`src/design/efr_pkg.sv`:
```
// Package for the escaped frame receiver: phase states, item kinds,
// configuration register indexes, reset values and the result layout.
// No dependencies.
package efr_pkg;

    // Receive phase, one-hot coded.
    typedef enum logic [2:0] {
        PH_WAIT = 3'b001,
        PH_READ = 3'b010,
        PH_DONE = 3'b100
    } t_phase;

    // Phase as reported in a result.
    localparam logic [1:0] PHASE_WAIT_CODE = 2'd0;
    localparam logic [1:0] PHASE_READ_CODE = 2'd1;
    localparam logic [1:0] PHASE_DONE_CODE = 2'd2;

    // Item kinds carried on the input tuser.
    localparam logic [1:0] MODE_RX      = 2'd0;
    localparam logic [1:0] MODE_READ    = 2'd1;
    localparam logic [1:0] MODE_RELEASE = 2'd2;

    // Configuration register indexes.
    localparam logic [7:0] CFG_HEAD     = 8'd0;
    localparam logic [7:0] CFG_END      = 8'd1;
    localparam logic [7:0] CFG_ESCAPE   = 8'd2;
    localparam logic [7:0] CFG_CAPACITY = 8'd3;

    // Register values after reset.
    localparam logic [7:0] HEAD_RST     = 8'd2;
    localparam logic [7:0] END_RST      = 8'd3;
    localparam logic [7:0] ESCAPE_RST   = 8'd27;
    localparam logic [6:0] CAPACITY_RST = 7'd64;

    // One result, first field in the highest bits.
    typedef struct packed {
        logic       overflowed;
        logic       error;
        logic [7:0] read_data;
        logic [6:0] frame_length;
        logic [1:0] phase;
    } t_result;

    function automatic logic [1:0] phase_code(input t_phase ph);
        logic [1:0] code;
        unique case (ph)
            PH_WAIT: code = PHASE_WAIT_CODE;
            PH_READ: code = PHASE_READ_CODE;
            PH_DONE: code = PHASE_DONE_CODE;
            default: code = PHASE_WAIT_CODE;
        endcase
        return code;
    endfunction

endpackage

```
`src/design/escaped_frame_receiver.sv`:
```
// A result passes the read stage (store read), then the result queue. Throughput: one item
// per cycle while the queue has room. Input ready depends only on internal registers; a
// three-entry result queue keeps input transfers flowing while a result waits.
// Reset (i_rst_n low, synchronous) clears phase, count, escape and overflow state, the
// pipeline and the queue, and loads the register defaults. The frame store is not
// cleared; bytes beyond the stored count are never returned. Depends on efr_pkg.
module escaped_frame_receiver
    import efr_pkg::*;
#(
    parameter int BUF_DEPTH = 64
) (
    input  logic        i_clk,
    input  logic        i_rst_n,
    // Input items.
    input  logic        i_s_tvalid,
    output logic        o_s_tready,
    // tdata: rx_byte [7:0], read_index [13:8], reader_room [20:14], zeros [23:21]
    input  logic [23:0] i_s_tdata,
    // tuser: mode [1:0]
    input  logic [1:0]  i_s_tuser,
    // Results.
    output logic        o_m_tvalid,
    input  logic        i_m_tready,
    // tdata: phase [1:0], frame_length [8:2], read_data [16:9], error [17],
    // overflowed [18], zeros [23:19]
    output logic [23:0] o_m_tdata,
    // Configuration writes.
    input  logic        i_cfg_valid,
    output logic        o_cfg_ready,
    input  logic [7:0]  i_cfg_index,
    input  logic [7:0]  i_cfg_data
);

    localparam int AW = (BUF_DEPTH > 1) ? $clog2(BUF_DEPTH) : 1;
    // Largest count that the 7-bit length can hold within the store.
    localparam logic [6:0] CAP_MAX = (BUF_DEPTH > 127) ? 7'd127 : 7'(BUF_DEPTH);
    localparam logic [1:0] Q_LAST = 2'd2;

    // Input fields.
    logic [1:0] s_mode;
    logic [7:0] s_rx_byte;
    logic [5:0] s_read_index;
    logic [6:0] s_reader_room;
    logic       s_xfer;

    assign s_mode        = i_s_tuser;
    assign s_rx_byte     = i_s_tdata[7:0];
    assign s_read_index  = i_s_tdata[13:8];
    assign s_reader_room = i_s_tdata[20:14];
    assign s_xfer        = i_s_tvalid && o_s_tready;

    // Configuration registers. Writes are always taken; unknown indexes are dropped.
    logic [7:0] r_head, r_end, r_esc;
    logic [6:0] r_cap;

    assign o_cfg_ready = 1'b1;

    always_ff @(posedge i_clk) begin
        if (!i_rst_n) begin
            r_head <= HEAD_RST;
            r_end  <= END_RST;
            r_esc  <= ESCAPE_RST;
            r_cap  <= CAPACITY_RST;
        end else if (i_cfg_valid && o_cfg_ready) begin
            unique case (i_cfg_index)
                CFG_HEAD:     r_head <= i_cfg_data;
                CFG_END:      r_end  <= i_cfg_data;
                CFG_ESCAPE:   r_esc  <= i_cfg_data;
                CFG_CAPACITY: r_cap  <= i_cfg_data[6:0];
                default: ;
            endcase
        end
    end

    // Frame control state. It is updated at the input transfer, so the next
    // item already sees its effect.
    t_phase     r_phase, n_phase;
    logic [6:0] r_len, n_len;
    logic       r_esc_pend, n_esc_pend;
    logic       r_ovf, n_ovf;

    logic       req_err;
    logic       req_rd_ok;
    logic       mem_we;
    logic [6:0] eff_cap;
    logic [31:0] wr_wide, rd_wide;
    logic [AW-1:0] wr_addr, rd_addr;

    // A capacity above what the store holds saturates to the store size.
    assign eff_cap = (r_cap > CAP_MAX) ? CAP_MAX : r_cap;
    assign wr_wide = 32'(r_len);
    assign rd_wide = 32'(s_read_index);
    assign wr_addr = wr_wide[AW-1:0];
    assign rd_addr = rd_wide[AW-1:0];

    always_comb begin
        n_phase    = r_phase;
        n_len      = r_len;
        n_esc_pend = r_esc_pend;
        n_ovf      = r_ovf;
        req_err    = 1'b0;
        req_rd_ok  = 1'b0;
        mem_we     = 1'b0;
        if (s_xfer) begin
            unique case (s_mode)
                MODE_RX: begin
                    unique case (r_phase)
                        PH_WAIT: begin
                            // A head byte opens a new, empty frame.
                            if (s_rx_byte == r_head) begin
                                n_phase    = PH_READ;
                                n_len      = 7'd0;
                                n_esc_pend = 1'b0;
                                n_ovf      = 1'b0;
                            end
                        end
                        PH_READ: begin
                            if (!r_esc_pend && s_rx_byte == r_esc) begin
                                n_esc_pend = 1'b1;
                            end else if (!r_esc_pend && s_rx_byte == r_end) begin
                                n_phase = PH_DONE;
                            end else begin
                                // Data byte: stored while there is room, else dropped
                                // and the frame is marked as overflowed.
                                if (r_len < eff_cap) begin
                                    mem_we = 1'b1;
                                    n_len  = r_len + 7'd1;
                                end else begin
                                    n_ovf = 1'b1;
                                end
                                n_esc_pend = 1'b0;
                            end
                        end
                        PH_DONE: ;
                        default: ;
                    endcase
                end
                MODE_READ: begin
                    req_rd_ok = (rd_wide < 32'(BUF_DEPTH)) && (7'(s_read_index) < r_len);
                end
                MODE_RELEASE: begin
                    if (r_phase != PH_DONE || s_reader_room < r_len) begin
                        req_err = 1'b1;
                    end else begin
                        n_phase    = PH_WAIT;
                        n_len      = 7'd0;
                        n_esc_pend = 1'b0;
                        n_ovf      = 1'b0;
                    end
                end
                default: ;
            endcase
        end
    end

    always_ff @(posedge i_clk) begin
        if (!i_rst_n) begin
            r_phase    <= PH_WAIT;
            r_len      <= 7'd0;
            r_esc_pend <= 1'b0;
            r_ovf      <= 1'b0;
        end else begin
            r_phase    <= n_phase;
            r_len      <= n_len;
            r_esc_pend <= n_esc_pend;
            r_ovf      <= n_ovf;
        end
    end

    // Frame store: one write port at the stored count, one registered read port.
    // A read and a write never come from the same transfer, and a byte written at
    // one edge is readable by the item of the next cycle.
    logic [7:0] r_mem [BUF_DEPTH];
    logic [7:0] r_mem_q;

    always_ff @(posedge i_clk) begin
        if (mem_we) begin
            r_mem[wr_addr] <= s_rx_byte;
        end
        if (s_xfer) begin
            r_mem_q <= r_mem[rd_addr];
        end
    end

    // Read stage: holds the status of the item while the store read completes.
    logic    r_s1_vld;
    logic    r_s1_rd_ok;
    t_result r_s1_res;
    t_result s1_res;

    always_ff @(posedge i_clk) begin
        if (!i_rst_n) begin
            r_s1_vld <= 1'b0;
        end else begin
            r_s1_vld <= s_xfer;
        end
    end

    always_ff @(posedge i_clk) begin
        if (s_xfer) begin
            r_s1_rd_ok            <= req_rd_ok;
            r_s1_res.overflowed   <= n_ovf;
            r_s1_res.error        <= req_err;
            r_s1_res.read_data    <= 8'd0;
            r_s1_res.frame_length <= n_len;
            r_s1_res.phase        <= phase_code(n_phase);
        end
    end

    always_comb begin
        s1_res           = r_s1_res;
        s1_res.read_data = r_s1_rd_ok ? r_mem_q : 8'd0;
    end

    // Result queue of three entries. The read stage always drains into it, so
    // input is taken only while the queue plus the read stage hold at most two.
    t_result    r_q [3];
    logic [1:0] r_wp, r_rp, r_q_cnt;
    logic       q_pop;

    assign q_pop      = o_m_tvalid && i_m_tready;
    assign o_m_tvalid = (r_q_cnt != 2'd0);
    assign o_m_tdata  = {5'd0, r_q[r_rp]};
    assign o_s_tready = (r_q_cnt != Q_LAST + 2'd1) && !(r_q_cnt == Q_LAST && r_s1_vld);

    always_ff @(posedge i_clk) begin
        if (!i_rst_n) begin
            r_wp    <= 2'd0;
            r_rp    <= 2'd0;
            r_q_cnt <= 2'd0;
        end else begin
            if (r_s1_vld) begin
                r_wp <= (r_wp == Q_LAST) ? 2'd0 : r_wp + 2'd1;
            end
            if (q_pop) begin
                r_rp <= (r_rp == Q_LAST) ? 2'd0 : r_rp + 2'd1;
            end
            r_q_cnt <= r_q_cnt + {1'b0, r_s1_vld} - {1'b0, q_pop};
        end
    end

    always_ff @(posedge i_clk) begin
        if (r_s1_vld) begin
            r_q[r_wp] <= s1_res;
        end
    end

endmodule

```
`config.mk`:
```
export PLATFORM = sky130hd
export DESIGN_NAME = escaped_frame_receiver
export DESIGN_NICKNAME = d
export VERILOG_FILES = /design/src/design/efr_pkg.sv /design/src/design/escaped_frame_receiver.sv
export SDC_FILE = /design/constraint.sdc
export NUM_CORES = 1
export LEC_CHECK = 0
export BUFFER_PORTS_ARGS = -buffer_cell sky130_fd_sc_hd__buf_2
export CORE_ASPECT_RATIO = 0.8
export CORE_MARGIN = 2
export CORE_UTILIZATION = 50
export CTS_BUF_LIST = sky130_fd_sc_hd__clkbuf_8
export DETAILED_ROUTE_END_ITERATION = 8
export GPL_TIMING_DRIVEN = 0
export PLACE_DENSITY = 0.75
export SLEW_MARGIN = 20
export SYNTH_ARGS = -nofsm -noshare
export SYNTH_HDL_FRONTEND = slang
export SYNTH_SLANG_ARGS = --single-unit
export TNS_END_PERCENT = 50
```
`constraint.sdc`:
```
create_clock -name i_clk -period 3.3 [get_ports i_clk]
set_input_delay 0.165 -clock i_clk [delete_from_list [all_inputs] [get_ports i_clk]]
set_output_delay 0.165 -clock i_clk [all_outputs]
set_load 0.05 [all_outputs]
```
======== Word-level counts from Yosys, hierarchy flattened ========
Memories as Yosys holds them, arrays and structs flattened. A register that Yosys moved wholly into a read port is not among the register bits.
Index checks and enable logic that the tools add are counted.
storage, ports and cells
  memories ................................ 2
  input bits .............................. 47
  output and inout bits ................... 27
  memory bits (writable) .................. 569
  register bits ........................... 62
  word-level logic and storage cells ...... 116
operators by class
  reduce and logical (&&, ||, !) cells .... 19
  $add $sub $neg .......................... 5
  mux-type cells .......................... 47
  magnitude comparators ................... 5
  eq/ne operators ......................... 21
memory list
  memory  depth  bits a word  rd ports  clocked after memory_dff  write ports  line                           text
  r_mem   64     8            1         1                         1            escaped_frame_receiver.sv:173  logic [7:0] r_mem [BUF_DEPTH];
  r_q     3      19           1         1                         1            escaped_frame_receiver.sv:217  t_result r_q [3];
operators by type and width
  operator                                                                number
  7-bit 2-to-1 mux                                                        7
  7-bit case mux with 2 select lines                                      2
  8-bit equality test                                                     3
  1-bit 2-to-1 mux                                                        21
  8-bit by 2-bit equality test with 1-bit output (second input constant)  2
  3-bit 2-to-1 mux                                                        5
  7-bit < comparator                                                      2
  3-bit case mux with 2 select lines                                      2
  2-bit equality test (second input constant)                             4
  8-bit by 1-bit equality test with 1-bit output (second input constant)  1
  8-bit zero test                                                         1
  2-bit 2-to-1 mux                                                        4
  8-bit 2-to-1 mux                                                        1
  1-bit case mux with 2 select lines                                      4
  2-bit AND reduction                                                     4
  7-bit by 1-bit adder with 7-bit output (second input constant)          1
  7-bit > comparator (second input constant)                              1
  1-bit logical AND                                                       7
  6-bit by 7-bit < comparator with 1-bit output                           1
  6-bit by 7-bit < comparator with 1-bit output (second input constant)   1
  3-bit by 2-bit equality test with 1-bit output (second input constant)  2
  3-bit != test (second input constant)                                   2
  6-bit AND reduction                                                     1
  2-bit by 1-bit adder with 2-bit output (second input constant)          2
  other kinds (13)                                                        16

======== Depth between registers and ports, before layout ========
  depth after elaboration ................. 11
  gate-level depth with buffers ........... 10
  gate-level depth less buffers ........... 9

======== Worst setup path before layout ========
No wires, ideal clock.
  path kind ............................... reg2reg
  from .................................... register r_s1_vld
  to ...................................... memory r_mem[11][0], enable pin
  stages on the path, launching flop included .. 7
  setup time .............................. 0.370 ns
  arrival time ............................ 3.074 ns
  setup slack ............................. -0.144 ns
  required time ........................... 2.930 ns
  cell sequence ........................... dfxtp_1 -> o21ai_0 -> and3_1 -> nand2_1 -> nor4_4 -> nand4_1 -> nor2_1
between the ends
  word-level cells in the longest chain between the ends .. 7
ends and longest elaborated chain
  element                                 line                           text
  start, declared                         escaped_frame_receiver.sv:186  logic r_s1_vld;
  start signal, assigned                  escaped_frame_receiver.sv:195  r_s1_vld <= s_xfer;
  1-bit logical AND                       escaped_frame_receiver.sv:224  assign o_s_tready = (r_q_cnt != Q_LAST + 2'd1) && !(r_q_cnt == Q_LAST && r_s1_vld);
  1-bit zero test                         escaped_frame_receiver.sv:224
  1-bit logical AND                       escaped_frame_receiver.sv:224
  via o_s_tready                          escaped_frame_receiver.sv:16   output logic o_s_tready,
  1-bit logical AND                       escaped_frame_receiver.sv:50   assign s_xfer = i_s_tvalid && o_s_tready;
  1-bit 2-to-1 mux                        escaped_frame_receiver.sv:104  if (s_xfer) begin
  1-bit 2-to-1 mux                        escaped_frame_receiver.sv:177  if (mem_we) begin
  1-bit 2-to-1 mux (implied by the code)  escaped_frame_receiver.sv:178  r_mem[wr_addr] <= s_rx_byte;
  end, declared                           escaped_frame_receiver.sv:173
The timed path passes the listed nets, and every way through them passes these cells.

======== Worst setup path in the final report ========
  from .................................... register r_cap[6]
  to ...................................... memory r_mem[13][7], enable pin
between the ends
  word-level cells in the longest chain between the ends .. 11
ends and longest elaborated chain
  element                                   line                           text
  start, declared                           escaped_frame_receiver.sv:54   logic [6:0] r_cap;
  start signal, assigned                    escaped_frame_receiver.sv:69   CFG_CAPACITY: r_cap <= i_cfg_data[6:0];
  7-bit > comparator                        escaped_frame_receiver.sv:90   assign eff_cap = (r_cap > CAP_MAX) ? CAP_MAX : r_cap;
  7-bit 2-to-1 mux *                        escaped_frame_receiver.sv:90
  7-bit < comparator *                      escaped_frame_receiver.sv:125  if (r_len < eff_cap) begin
  1-bit 2-to-1 mux *                        escaped_frame_receiver.sv:125
  1-bit 2-to-1 mux *                        escaped_frame_receiver.sv:120  end else if (!r_esc_pend && s_rx_byte == r_end) begin
  1-bit 2-to-1 mux *                        escaped_frame_receiver.sv:118  if (!r_esc_pend && s_rx_byte == r_esc) begin
  1-bit 2-to-1 mux *                        escaped_frame_receiver.sv:107  unique case (r_phase)
  1-bit 2-to-1 mux *                        escaped_frame_receiver.sv:105  unique case (s_mode)
  1-bit 2-to-1 mux *                        escaped_frame_receiver.sv:104
  1-bit 2-to-1 mux *                        escaped_frame_receiver.sv:177
  1-bit 2-to-1 mux (implied by the code) *  escaped_frame_receiver.sv:178
Mark *: on every way between the ends. The rest lies on a longest branch, timed or not.

==> out/metrics.yaml <==
outcome:
  status: "complete, no violations"
logic_synthesis:
  synth_top_area_share: 0.693
  ys.flop_type: "edfxtp_1"
  postSynthCellCount: 1336
  synth_area_leaders: "edfxtp_1 (69%), mux4_2 (14%), dfxtp_1 (4.1%)"
  synth-seq-cells: 641
  synth_top_area_cell: "edfxtp_1"
  yosysWarnings: 0
  synth_common_cells: "edfxtp_1 (589), mux4_2 (160), nor2_1 (115)"
  synth_edf_count: 589
  synth.avg_cell_area_sq_um: 19.1
  async_flop_share: 0
  yosysMostFrequentCell: "edfxtp_1"
  ys_seq_area_frac: 0.733
  synth.cell_area_sq_um: 25500
  ys_types: 57
critical_path:
  cpPeakStageDelay_ns: 0.61
  cpMaxStageDelayCell: "nor2_1"
  worstSetupPathType: "reg -> reg"
  end_kind: "flop"
  cp.required_ns: 3.60
  crit_fanout: 8
  r2r-end: "r_mem[13][7]$_DFFE_PP_"
  worstRegToRegCells: 10
  arrival_ns: 3.53
  crit_chain: "inv_1 > nand2_1 > ha_1 > a21oi_1 > a21boi_0 > a211o_1 > nor3_4 > nand4_1 > buf_4 > nor2_1"
  timing.rr.start: "r_cap[6]$_SDFFE_PN1P_"
  reg2reg_slack_ns: 0.07
  worst_setup_path_start_kind: "flop"
grt:
  antenna_found_initial: 0
  grt_usage: 0.220
  grt_pass1_wl_um: 84700
  first_global_vias: 13590
  grt_max_degree: 68
  grt_overflow: 0
detailed_routing:
  drt_wl_total_um: 57100
  post_drt_wl_per_cell_um: 24.9
  drt_iter0_drc: 1542
  drc: 0
  first_pass_iters: 5
  num_vias: 13533
  drtAntennaViolNets: 0
  vias_per_cell: 5.91
finish:
  syn_to_final_growth_pct: 14.1
  fillCellCount: 3761
  drive_above_1_share: 0.283
  nets: 1594
  antenna_cells: 0
  seq_area_sq_um: 18700
  multiInputGateArea_sq_um: 6920
  stdcell_area_sq_um: 29100
  stdcell_count: 2288
sta:
  fin_crit_sh: 0.979
  setup_violations: 0
  worst_slew_pin_slew_ns: 1.16
  rsz0062_at_grt: "yes"
  period_minus_slack_ns: 3.23
  drv_slew: 0
  timing.final.hold_violations: 0
  fmaxAchievable_ghz: 0.310
  fin_worst_skew_ns: 0.0317
  maxSlewHeadroom: 0.223
placed_design:
  dpl-instance-area_sq_um: 26800
  dpl.cell_count: 2091
  gp_congestion: 0.881
  dp_hpwl_um: 35800
  numPortBuffers: 62
cts:
  clkSlewWorstSetupHoldPaths_ns: 0.07
  cts.sinks: 641
  cts_root_buffer: "clkbuf_8"
  tritoncts: "yes"
  clk_latency_ns: 0.69
  cts-buffers-inserted: 94
  cts_buffer_depth: 3
  h-tree-depth: 3
pwr:
  powerDensity_nw_per_um2: 554
  ir_worst_vdd_mv: 0.429
  p_leak_nw: 9.50
die:
  die_y_um: 206
  start_util: 0.503
  io-pin-count: 74
  fp.dieW_um: 257
  rows: 74
  coreArea_sq_um: 50700
  die-area_sq_um: 52900
min_path:
  min_path_cells: 1
  worst_hold_path_type: "in -> reg"
  holdPathEnd: "r_mem[32][6]$_DFFE_PP_"
  min-delay-start: "i_s_tdata[6]"
flow_run:
  cap_viol_max_count: 0
cell type report:
class	instances	area share
Buffer	63	0.00984
Clock buffer	95	0.0449
Clock inverter	78	0.0126
Inverter	19	0.00245
Multi-Input combinational cell	617	0.237
Sequential cell	641	0.643
Tap cell	684	0.0294
Timing Repair Buffer	91	0.0207
cells in the final DEF (no fill, tap or decap), types with 5 or more instances in the layout:
| cell type | Yosys | layout |
|---|---|---|
| xor2_1 | 19 | 19 |
| dlygate4sd3_1 | 0 | 15 |
| a31oi_1 | 7 | 7 |
| buf_4 | 8 | 28 |
| nand4_1 | 8 | 8 |
| nor2_4 | 0 | 46 |
| a21oi_1 | 17 | 17 |
| a21o_1 | 7 | 7 |
| ha_1 | 20 | 20 |
| and2_1 | 12 | 12 |
| inv_1 | 18 | 54 |
| nor2_2 | 0 | 16 |
| clkinv_2 | 0 | 9 |
| mux4_2 | 160 | 160 |
| xnor2_1 | 8 | 8 |
| nor2_1 | 115 | 53 |
| edfxtp_1 | 589 | 589 |
| dfxtp_1 | 52 | 52 |
| clkbuf_1 | 30 | 29 |
| nand3_1 | 17 | 14 |
| buf_2 | 16 | 70 |
| o21ai_0 | 24 | 23 |
| nand2_1 | 62 | 61 |
| buf_1 | 9 | 10 |
| mux2i_1 | 51 | 51 |
| clkbuf_8 | 0 | 95 |
| conb_1 | 2 | 6 |
| clkinv_1 | 0 | 25 |
| a22oi_1 | 17 | 17 |
| nor2b_1 | 5 | 5 |
| nor3_1 | 10 | 9 |
registers in the layout, summed over array words and instances (netlist names), named ones only:
name	count
r_len	7
r_esc	8
r_rp	2
r_end	8
r_q_cnt	2
r_cap	7
r_ovf	1
r_head	8
r_q	57
r_esc_pend	1
r_wp	2
r_mem	512
r_s1_res	11
r_mem_q	8
r_s1_rd_ok	1
r_s1_vld	1
r_phase	3
per-layer routing:
| metal | GRT usage | up-vias | part of all wire |
|---|---|---|---|
| met4 | 0.0608 | 0 | 0.018 |
| met2 | 0.336 | 699 | 0.46 |
| met1 | 0.314 | 6960 | 0.42 |
| li1 | - | 5790 | - |
| met5 | 0 | - | 0 |
| met3 | 0.0636 | 84 | 0.10 |
worst max path at each step:
stage                               start                endpoint  slack (ns)  depth (start not counted)
CTS                 r_cap[6]$_SDFFE_PN1P_  r_mem[49][6]$_DFFE_PP_       -0.61                          9
global route        r_cap[6]$_SDFFE_PN1P_  r_mem[29][0]$_DFFE_PP_       -0.11                         10
finish              r_cap[6]$_SDFFE_PN1P_  r_mem[13][7]$_DFFE_PP_        0.07                         10
detailed placement           i_s_tdata[6]  r_mem[43][1]$_DFFE_PP_       -0.87                          7
floorplan             r_s1_vld$_SDFF_PN0_  r_mem[11][0]$_DFFE_PP_        0.33                          6
global placement             i_s_tdata[1]  r_mem[43][1]$_DFFE_PP_       -0.96                          7
power by group:
part | internal [W] | total (W) | leakage [nW] | switching [W]
registers | 0.00896 | 0.00900 | 5.75 | 0.0000343
clock network | 0.00278 | 0.00578 | 0.992 | 0.00300
logic | 0.000448 | 0.00136 | 2.76 | 0.000915
critical path: cells and delay by family (launching register included):
| family | cells | cell delay, ns |
|---|---|---|
| AO/OA/AOI/OAI | 3 | 0.65 |
| adder cells (fa/ha/maj) | 1 | 0.31 |
| AND/OR/NAND/NOR | 4 | 1.16 |
| buffers and inverters | 2 | 0.38 |
| flip-flops | 1 | 0.33 |
through the flow:
step	hold WS, ns	power, W	setup TNS (ns)	util	setup slack (ns)
after CTS	0.0374	0.0162	-116.66	0.567	-0.608
after floorplan	0.264	0.0101	0	-	0.327
final	0.0540	0.0161	0	0.574	0.0700
after global routing	0.0554	0.0167	-2.35	0.574	-0.111
after detailed placement	0.456	0.0105	-346.09	0.528	-0.874
after global placement	0.443	0.0105	-378.20	0.527	-0.963
cell families (layout without fill, tap and decap cells):
| logic type | after synthesis | after routing | share of synthesized area |
|---|---|---|---|
| flip-flops | 641 | 641 | 0.733 |
| AND/OR/NAND/NOR | 257 | 257 | 0.0469 |
| AO/OA/AOI/OAI | 96 | 96 | 0.0253 |
| multiplexers | 211 | 211 | 0.161 |
| XOR/XNOR | 27 | 27 | 0.00926 |
| buffers and inverters | 82 | 346 | 0.0140 |
| adder cells (fa/ha/maj) | 20 | 20 | 0.00980 |
| other | 2 | 6 | 0.000294 |
repair_timing:
action | CTS | global route
hold buffers | 15 | 0
setup endpoints to repair | 512 | 499
endpoints found under the hold margin | 49 | 0
pin swaps | 4 | 1
resized for setup | 27 | 90
setup buffers | 8 | 1
cloned | 0 | 0
Note: power is estimated with default switching activity, not from simulation.
